`config.mk`:
```
export PLATFORM = sky130hd
export DESIGN_NAME = lbpd_div
export DESIGN_NICKNAME = d
export VERILOG_FILES = /design/src/rtl/lbpd_pkg.sv /design/src/rtl/lbpd_div.sv
export SDC_FILE = /design/constraint.sdc
export NUM_CORES = 1
export LEC_CHECK = 0
export BUFFER_PORTS_ARGS = -buffer_cell sky130_fd_sc_hd__buf_2
export CAP_MARGIN = 15
export CORE_MARGIN = 2
export CORE_UTILIZATION = 54
export DETAILED_ROUTE_END_ITERATION = 10
export PLACE_DENSITY = 0.79
export SYNTH_ARGS = -nofsm -noshare
export SYNTH_HDL_FRONTEND = slang
export SYNTH_SLANG_ARGS = --single-unit
```
`constraint.sdc`:
```
create_clock -name clk -period 3.14 [get_ports clk]
set_clock_uncertainty 0.2 [all_clocks]
set_input_delay 0.157 -clock clk [delete_from_list [all_inputs] [get_ports clk]]
set_output_delay 0.157 -clock clk [all_outputs]
set_load 0.02 [all_outputs]
```
`src/rtl/lbpd_pkg.sv`:
```
// lbpd_pkg: shared types, codes and helpers of the lossless bitmap pixel decoder
// no dependencies
`timescale 1ns / 1ps

package lbpd_pkg;

	// defaults for the top level parameters
	localparam int MAX_DIMENSION_DEF = 8192;
	localparam int TABLE_DEPTH_DEF   = 256;

	// pixel format codes
	localparam logic [2:0] MODE_PAL_RGB  = 3'd0;
	localparam logic [2:0] MODE_PAL_RGBA = 3'd1;
	localparam logic [2:0] MODE_RGB15    = 3'd2;
	localparam logic [2:0] MODE_XRGB32   = 3'd3;
	localparam logic [2:0] MODE_ARGB32   = 3'd4;

	// configuration register indexes
	localparam logic [2:0] REG_FORMAT  = 3'd0;
	localparam logic [2:0] REG_ENTRIES = 3'd1;
	localparam logic [2:0] REG_WIDTH   = 3'd2;
	localparam logic [2:0] REG_HEIGHT  = 3'd3;

	// controller states
	typedef enum logic [2:0] {
		ST_IDLE,
		ST_LOOK,
		ST_DIV_GO,
		ST_DIV_WAIT,
		ST_PUT
	} state_t;

	// divider request and response
	typedef struct packed {
		logic        start;
		logic [15:0] dividend;
		logic [7:0]  divisor;
	} div_req_t;

	typedef struct packed {
		logic        done;
		logic [15:0] quotient;
	} div_rsp_t;

	// 5-bit colour field scaled to 8 bits
	// c*255/31 is 8c plus floor(7c/31), the small quotient by reciprocal multiply
	function automatic logic [7:0] scale5(input logic [4:0] c);
		logic [7:0]  t;
		logic [15:0] p;
		t = 8'(c) * 8'd7;
		p = 16'(t) * 16'd265;
		return {c, 3'b000} + 8'(p[15:13]);
	endfunction

endpackage

```
`src/rtl/lbpd_div.sv`:
```
// lbpd_div: restoring divider, 16-bit dividend by 8-bit divisor, one bit per cycle
// depends on lbpd_pkg
`timescale 1ns / 1ps

module lbpd_div
	import lbpd_pkg::*;
(
	input  logic     clk,
	input  logic     arst_n,
	input  div_req_t req,
	output div_rsp_t rsp
);

	logic        busy_q;
	logic        done_q;
	logic [4:0]  cnt_q;
	logic [7:0]  rem_q;
	logic [15:0] quo_q;
	logic [7:0]  dsr_q;
	logic [8:0]  trial;
	logic        fits;

	// trial subtraction
	assign trial = {rem_q, quo_q[15]};
	assign fits  = trial >= {1'b0, dsr_q};

	// control
	always_ff @(posedge clk or negedge arst_n) begin
		if (!arst_n) begin
			busy_q <= 1'b0;
			done_q <= 1'b0;
			cnt_q  <= '0;
		end else begin
			done_q <= 1'b0;
			if (req.start) begin
				busy_q <= 1'b1;
				cnt_q  <= 5'd16;
			end else if (busy_q) begin
				cnt_q <= cnt_q - 5'd1;
				if (cnt_q == 5'd1) begin
					busy_q <= 1'b0;
					done_q <= 1'b1;
				end
			end
		end
	end

	// datapath
	always_ff @(posedge clk) begin
		if (req.start) begin
			rem_q <= '0;
			quo_q <= req.dividend;
			dsr_q <= req.divisor;
		end else if (busy_q) begin
			rem_q <= fits ? 8'(trial - {1'b0, dsr_q}) : trial[7:0];
			quo_q <= {quo_q[14:0], fits};
		end
	end

	assign rsp.done     = done_q;
	assign rsp.quotient = quo_q;

endmodule
```
==> results.toml, run 1 <==
[run_status]
status = "completed"

[timing]
period_share = 0.770
setup_ws_ns = 0.723
finalHoldViolations = 0
rsz0062_at_grt = "false"
period_minus_slack_ns = 2.42
max_freq_mhz = 414
worst_pin_slew_ns = 0.684
slew_headroom = 0.540
slew_violations = 0
setup_viol = 0
fin_tns_setup_ns = 0

[clock_network]
cts_root_buf = "clkbuf_8"
numCtsBuffers = 5
cts_tree = "yes"
clk_pin_slew_ns = 0.08
clkLatencyLatePin_ns = 0.30
clkSinkCount = 39
cts_buffer_depth = 2
htreeDepth = 2

[drt]
wl_mm = 4.53
vias = 1654
wl_per_cell_um = 15.0
drt_iter0_drc = 89
first_pass_iters = 4
ant_nets = 0
via_per_inst = 5.48
drc_errors = 0

[floorplanning]
io_pins = 44
die_w_um = 65.8
initial_core_util = 0.563
die_y_um = 65.8
row_count = 22
coreArea_um2 = 3660
dieArea_um2 = 4330

[worst_setup_path]
reg2reg_slack_ns = 0.72
r2r-end = "rem_q[2]"
rr_worst_depth = 6
arrival_ns = 2.41
required_ns = 3.14
cp_slowest_cell = "nor3_1"
path_class = "flip-flop to flip-flop"
path_cells = "inv_1 > ha_1 > nand3_2 > nor3_1 > o21ai_0 > a311oi_1"
slowest_delay_ns = 0.60
end_kind = "flip-flop"
crit_path_start_kind = "flip-flop"
r2r_start = "dsr_q[6]"
crit_fanout = 9

[logic_synthesis]
syn_area_per_cell_um2 = 11.1
synth_nets = 223
synth_top_area_cell = "edfxtp_1"
yosysMostFrequentCell = "edfxtp_1"
ys_seq_elements = 39
synthesis.instances = 185
yosysSeqAreaShare = 0.512
synthFlopType = "edfxtp_1"
synthTopCellsByArea = "edfxtp_1, mux2_2, dfrtp_1"
yosysUniqueCellTypes = 43
synth_common_cells = "edfxtp_1, nor2_1, mux2_2, inv_1"
synth_edf_count = 24
netlist_area_um2 = 2060
yosys.area.top_type_share = 0.350
async_flop_share = 0.179
yosysWarnings = 0

[cells_and_area]
drive_gt1_frac = 0.283
layout.nets = 291
n_antenna_cell = 0
syn2layout_area_growth_pct = 29.5

[power]
ir_worst_vdd_mv = 0.523
p_leak_nw = 1.16
power_density_nw_per_um2 = 736

[global_routing]
grt-ovfl-total = 0
grt_pass1_vias = 1598
grt.busiest_layer = "met2"
antenna_found_initial = 0
use_met1 = 0.296
grtUsageMet3 = 0.0579
grt_max_degree = 37
grt_use_total = 0.234
use_met2 = 0.393
grt_pass1_wl_mm = 7.49

[placement]
gp_congestion = 0.914
dp_slack_ns = 0.749
io_buffers = 43
dp_hpwl_mm = 2.67

[min_path]
hold_class = "primary input to async pin"

[job]
drv_cap = 0
-- metal layers --
| metal | up-vias | routed length (um) |
|---|---|---|
| li1 | 811 | - |
| met1 | 794 | 1990 |
| met2 | 42 | 2280 |
| met3 | 7 | 177 |
| met4 | 0 | 76 |
| met5 | - | 0 |
-- cell families (layout without fill, tap and decap cells) --
family / count (synthesis) / in the layout / share of synthesized area
flip-flops: 39 / 39 / 0.512
AO/OA/AOI/OAI: 38 / 38 / 0.132
adder cells (fa/ha/maj): 11 / 11 / 0.0704
buffers and inverters: 23 / 92 / 0.0455
multiplexers: 16 / 16 / 0.0874
XOR/XNOR: 7 / 7 / 0.0298
AND/OR/NAND/NOR: 51 / 51 / 0.122
-- flip-flops by register name, summed over array words and instances, names as in the netlist --
| signal | flops |
|---|---|
| done_q | 1 |
| rem_q | 8 |
| dsr_q | 8 |
| cnt_q | 5 |
| busy_q | 1 |
| quo_q | 16 |
-- worst max-delay path by stage --
| stage | start | end | slack, ns |
|---|---|---|---|
| after detailed placement | dsr_q[6] | quo_q[0] | 0.75 |
| after global routing | dsr_q[6] | rem_q[2] | 0.59 |
| final | dsr_q[6] | rem_q[2] | 0.72 |
| after CTS | quo_q[15] | rem_q[6] | 0.73 |
| after global placement | busy_q | quo_q[15] | 0.77 |
| after floorplan | quo_q[15] | rem_q[6] | 0.76 |
-- per-stage QoR --
step	std cells	utilization	power, mW	hold WS, ns	cell area (um^2)
after floorplan	185	-	1.32	-0.339	2060
after global placement	269	0.630	1.49	-0.206	2310
after detailed placement	269	0.630	1.49	-0.202	2310
after CTS	302	0.729	1.95	0.0101	2670
after global routing	302	0.729	2.08	0.0323	2670
final	302	0.729	1.96	0.0120	2670
-- repair_timing --
item	CTS	global route
endpoints found under the hold margin	31	0
setup endpoints to repair	0	0
hold buffers	25	0
buffers inserted	0	0
resized for setup	0	0
-- critical path, delay by kind of cell (launching register included) --
kind            cells  cell delay [ns]
flops               1             0.33
buf+inv             1             0.04
compound gates      2             0.55
simple gates        2             0.76
fa+ha+maj           1             0.43
-- layout make-up --
cell class              count  area [um^2]
clock buffers               5         68.8
well taps                  48         60.1
repair buffers             69          473
clock inverters             3         43.8
flip-flops and latches     39         1060
multi-input cells         123          911
inverters                  15         56.3
fillers                   261          992
-- where the power goes --
group          switching (mW)  internal, mW
clock network           0.188         0.237
registers              0.0920         0.670
logic                   0.435         0.343
total                   0.715          1.25
-- layout by cell type, fill, tap and decap left out, types with 2 or more instances in the layout --
master,Yosys,routed
mux2_2,16,16
a211oi_1,3,3
xnor2_1,6,6
nor3_1,3,3
nand3b_1,2,2
ha_1,10,10
o21ai_0,10,10
buf_2,3,43
nand2_1,10,10
clkbuf_8,0,5
clkinv_1,2,2
o211ai_1,2,2
a21oi_1,6,6
a2111o_1,2,2
edfxtp_1,24,24
a21o_1,2,2
dfrtp_1,7,7
nand3_1,7,7
dfxtp_1,8,8
nand2b_1,3,3
nor2_1,17,17
a311oi_1,4,4
nor4_1,2,2
inv_1,13,13
and3_1,2,2
dlygate4sd3_1,0,25
(Power assumes the default switching activity.)
==> run 2, diff against run 1 <==
--- a/config.mk
+++ b/config.mk
@@ -8,9 +8,9 @@
 export BUFFER_PORTS_ARGS = -buffer_cell sky130_fd_sc_hd__buf_2
 export CAP_MARGIN = 15
 export CORE_MARGIN = 2
-export CORE_UTILIZATION = 54
+export CORE_UTILIZATION = 49
 export DETAILED_ROUTE_END_ITERATION = 10
-export PLACE_DENSITY = 0.79
+export PLACE_DENSITY = 0.76
 export SYNTH_ARGS = -nofsm -noshare
 export SYNTH_HDL_FRONTEND = slang
 export SYNTH_SLANG_ARGS = --single-unit
==> constraint.sdc (replaced) <==
create_clock -name clk -period 2.1 [get_ports clk]
set_clock_uncertainty 0.2 [all_clocks]
set_input_delay 0.105 -clock clk [delete_from_list [all_inputs] [get_ports clk]]
set_output_delay 0.105 -clock clk [all_outputs]
set_load 0.02 [all_outputs]
==> results.toml, run 2 (synthesis results as in run 1) <==
[cells_and_area]
most-common-layout-cells = "buf_2, dlygate4sd3_1, buf_4"
drive_gt1_frac = 0.401
syn2layout_area_growth_pct = 43.7
n_antenna_cell = 0
top_register = "quo_q"
layout.nets = 319
top_regs = "quo_q: 16 flops, dsr_q: 8 flops, rem_q: 8 flops"
largest_register_ffs = 16
layout_commonest_cell = "buf_2"

[global_routing]
grt_use_total = 0.245
grt-ovfl-total = 0
antenna_found_initial = 0
grt_max_degree = 37
grt_pass1_vias = 1826
grt_pass1_wl_mm = 8.33

[floorplanning]
initial_core_util = 0.511
row_count = 23
coreArea_um2 = 4030
dieArea_um2 = 4740
die_y_um = 68.9
die_w_um = 68.9
io_pins = 44

[timing]
hold_ws_ns = 0.305
period_share = 1.07
max_freq_mhz = 446
slew_headroom = 0.704
worst_pin_slew_ns = 0.444
setup_ws_ns = -0.145
fin_tns_setup_ns = -0.209
finalHoldViolations = 0
slew_violations = 0
period_minus_slack_ns = 2.24
setup_viol = 2
rsz0062_at_grt = "true"

[drt]
via_per_inst = 5.58
vias = 1853
ant_nets = 0
drc_errors = 0
wl_met2_mm = 2.90
wl_mm = 5.62
wl_per_cell_um = 16.9
drt_iter0_drc = 125
first_pass_iters = 5
route.met3.wl_um = 377
met1Wirelength_mm = 2.20
top_layer = "met4"

[power]
clock_power_share = 0.156
power_density_nw_per_um2 = 1100
seq_power_share = 0.350
ir_worst_vdd_mv = 0.676
p_int_mw = 2.04
combPwrFrac = 0.494
p_leak_nw = 1.30
switching_power_mw = 1.22
p_sw_frac = 0.375

[worst_setup_path]
rr_worst_depth = 7
crit_fanout = 2
required_ns = 2.11
end_kind = "flip-flop"
path_class = "flip-flop to flip-flop"
crit_path_start_kind = "flip-flop"
arrival_ns = 2.25

[run_status]
status = "complete, but fails checks"
violations = "setup timing"

[clock_network]
cts_tree = "yes"
clk_pin_slew_ns = 0.07
cts_root_buf = "clkbuf_8"
clkLatencyLatePin_ns = 0.30
numCtsBuffers = 5
cts_buffer_depth = 2
htreeDepth = 2
clkSinkCount = 39

[placement]
gp_congestion = 0.852
dp_slack_ns = -0.0428
dp_hpwl_mm = 3.27
io_buffers = 43

[min_path]
min_path_cells = 2
hold_class = "flip-flop to flip-flop"

[job]
drv_cap = 0
[run 2: cell count changes in the layout (fill, tap and decap cells not counted), moves of 2 or more]
cell,delta
a21oi_1,-2
ha_1,-4
inv_2,+3
inv_1,-3
dlygate4sd3_1,+2
ha_4,+4
a21oi_2,+2
buf_4,+25
[run 2: path summary, 6_finish.rpt]
check | startpoint | to | slack, ns
setup / recovery | dsr_q[0] | rem_q[6] | -0.14
hold / removal | rem_q[6] | rem_q[6] | 0.31
max in group asynchronous | arst_n | done_q | 0.90
setup reg to reg | dsr_q[0] | rem_q[6] | -0.14
hold reg to reg | rem_q[6] | rem_q[6] | 0.31
min in group asynchronous | arst_n | busy_q | 0.56
[run 2: worst max-delay path, stage by stage (launching register included)]
cell and delay [ns]:
edfxtp_1 0.42, ha_4 0.19, fa_2 0.36, nand2b_4 0.16, a2111o_1 0.38, o211ai_1 0.12
o21ai_1 0.09, a311oi_1 0.24
[run 2: per-layer routing]
layer | track usage | up-vias
met4 | 0.0882 | 0
met2 | 0.412 | 88
li1 | - | 865
met3 | 0.0617 | 13
met5 | 0 | -
met1 | 0.304 | 887
[run 2: through the flow]
stage	util	instance area (um^2)	cells	total power, mW
finish	0.735	2960	332	3.26
global route	0.735	2960	332	3.44
CTS	0.715	2880	331	3.10
detailed placement	0.626	2520	296	2.54
global placement	0.626	2520	296	2.50
floorplan	-	2100	185	2.02
[run 2: power groups by stage]
| stage | combinational (mW) | sequential, mW | clock (mW) |
|---|---|---|---|
| after floorplan | 0.829 | 1.19 | 0 |
| final | 1.61 | 1.14 | 0.508 |
| after global routing | 1.73 | 1.16 | 0.545 |
| after detailed placement | 1.40 | 1.13 | 0 |
| after CTS | 1.46 | 1.12 | 0.516 |
| after global placement | 1.37 | 1.13 | 0 |
[run 2: timing repair]
action	in CTS	in global routing
cloned	0	0
hold buffers	27	0
setup endpoints to repair	3	9
endpoints found under the hold margin	32	0
pin swaps	2	5
setup buffers	0	1
gates resized for setup	1	12
[run 2: cell type report]
class	count	area [um^2]
fillers	267	1070
flip-flops and latches	39	1060
multi-input cells	123	1010
repair buffers	97	692
clock buffers	6	72.6
well taps	50	62.6
inverters	15	56.3
clock inverters	2	12.5
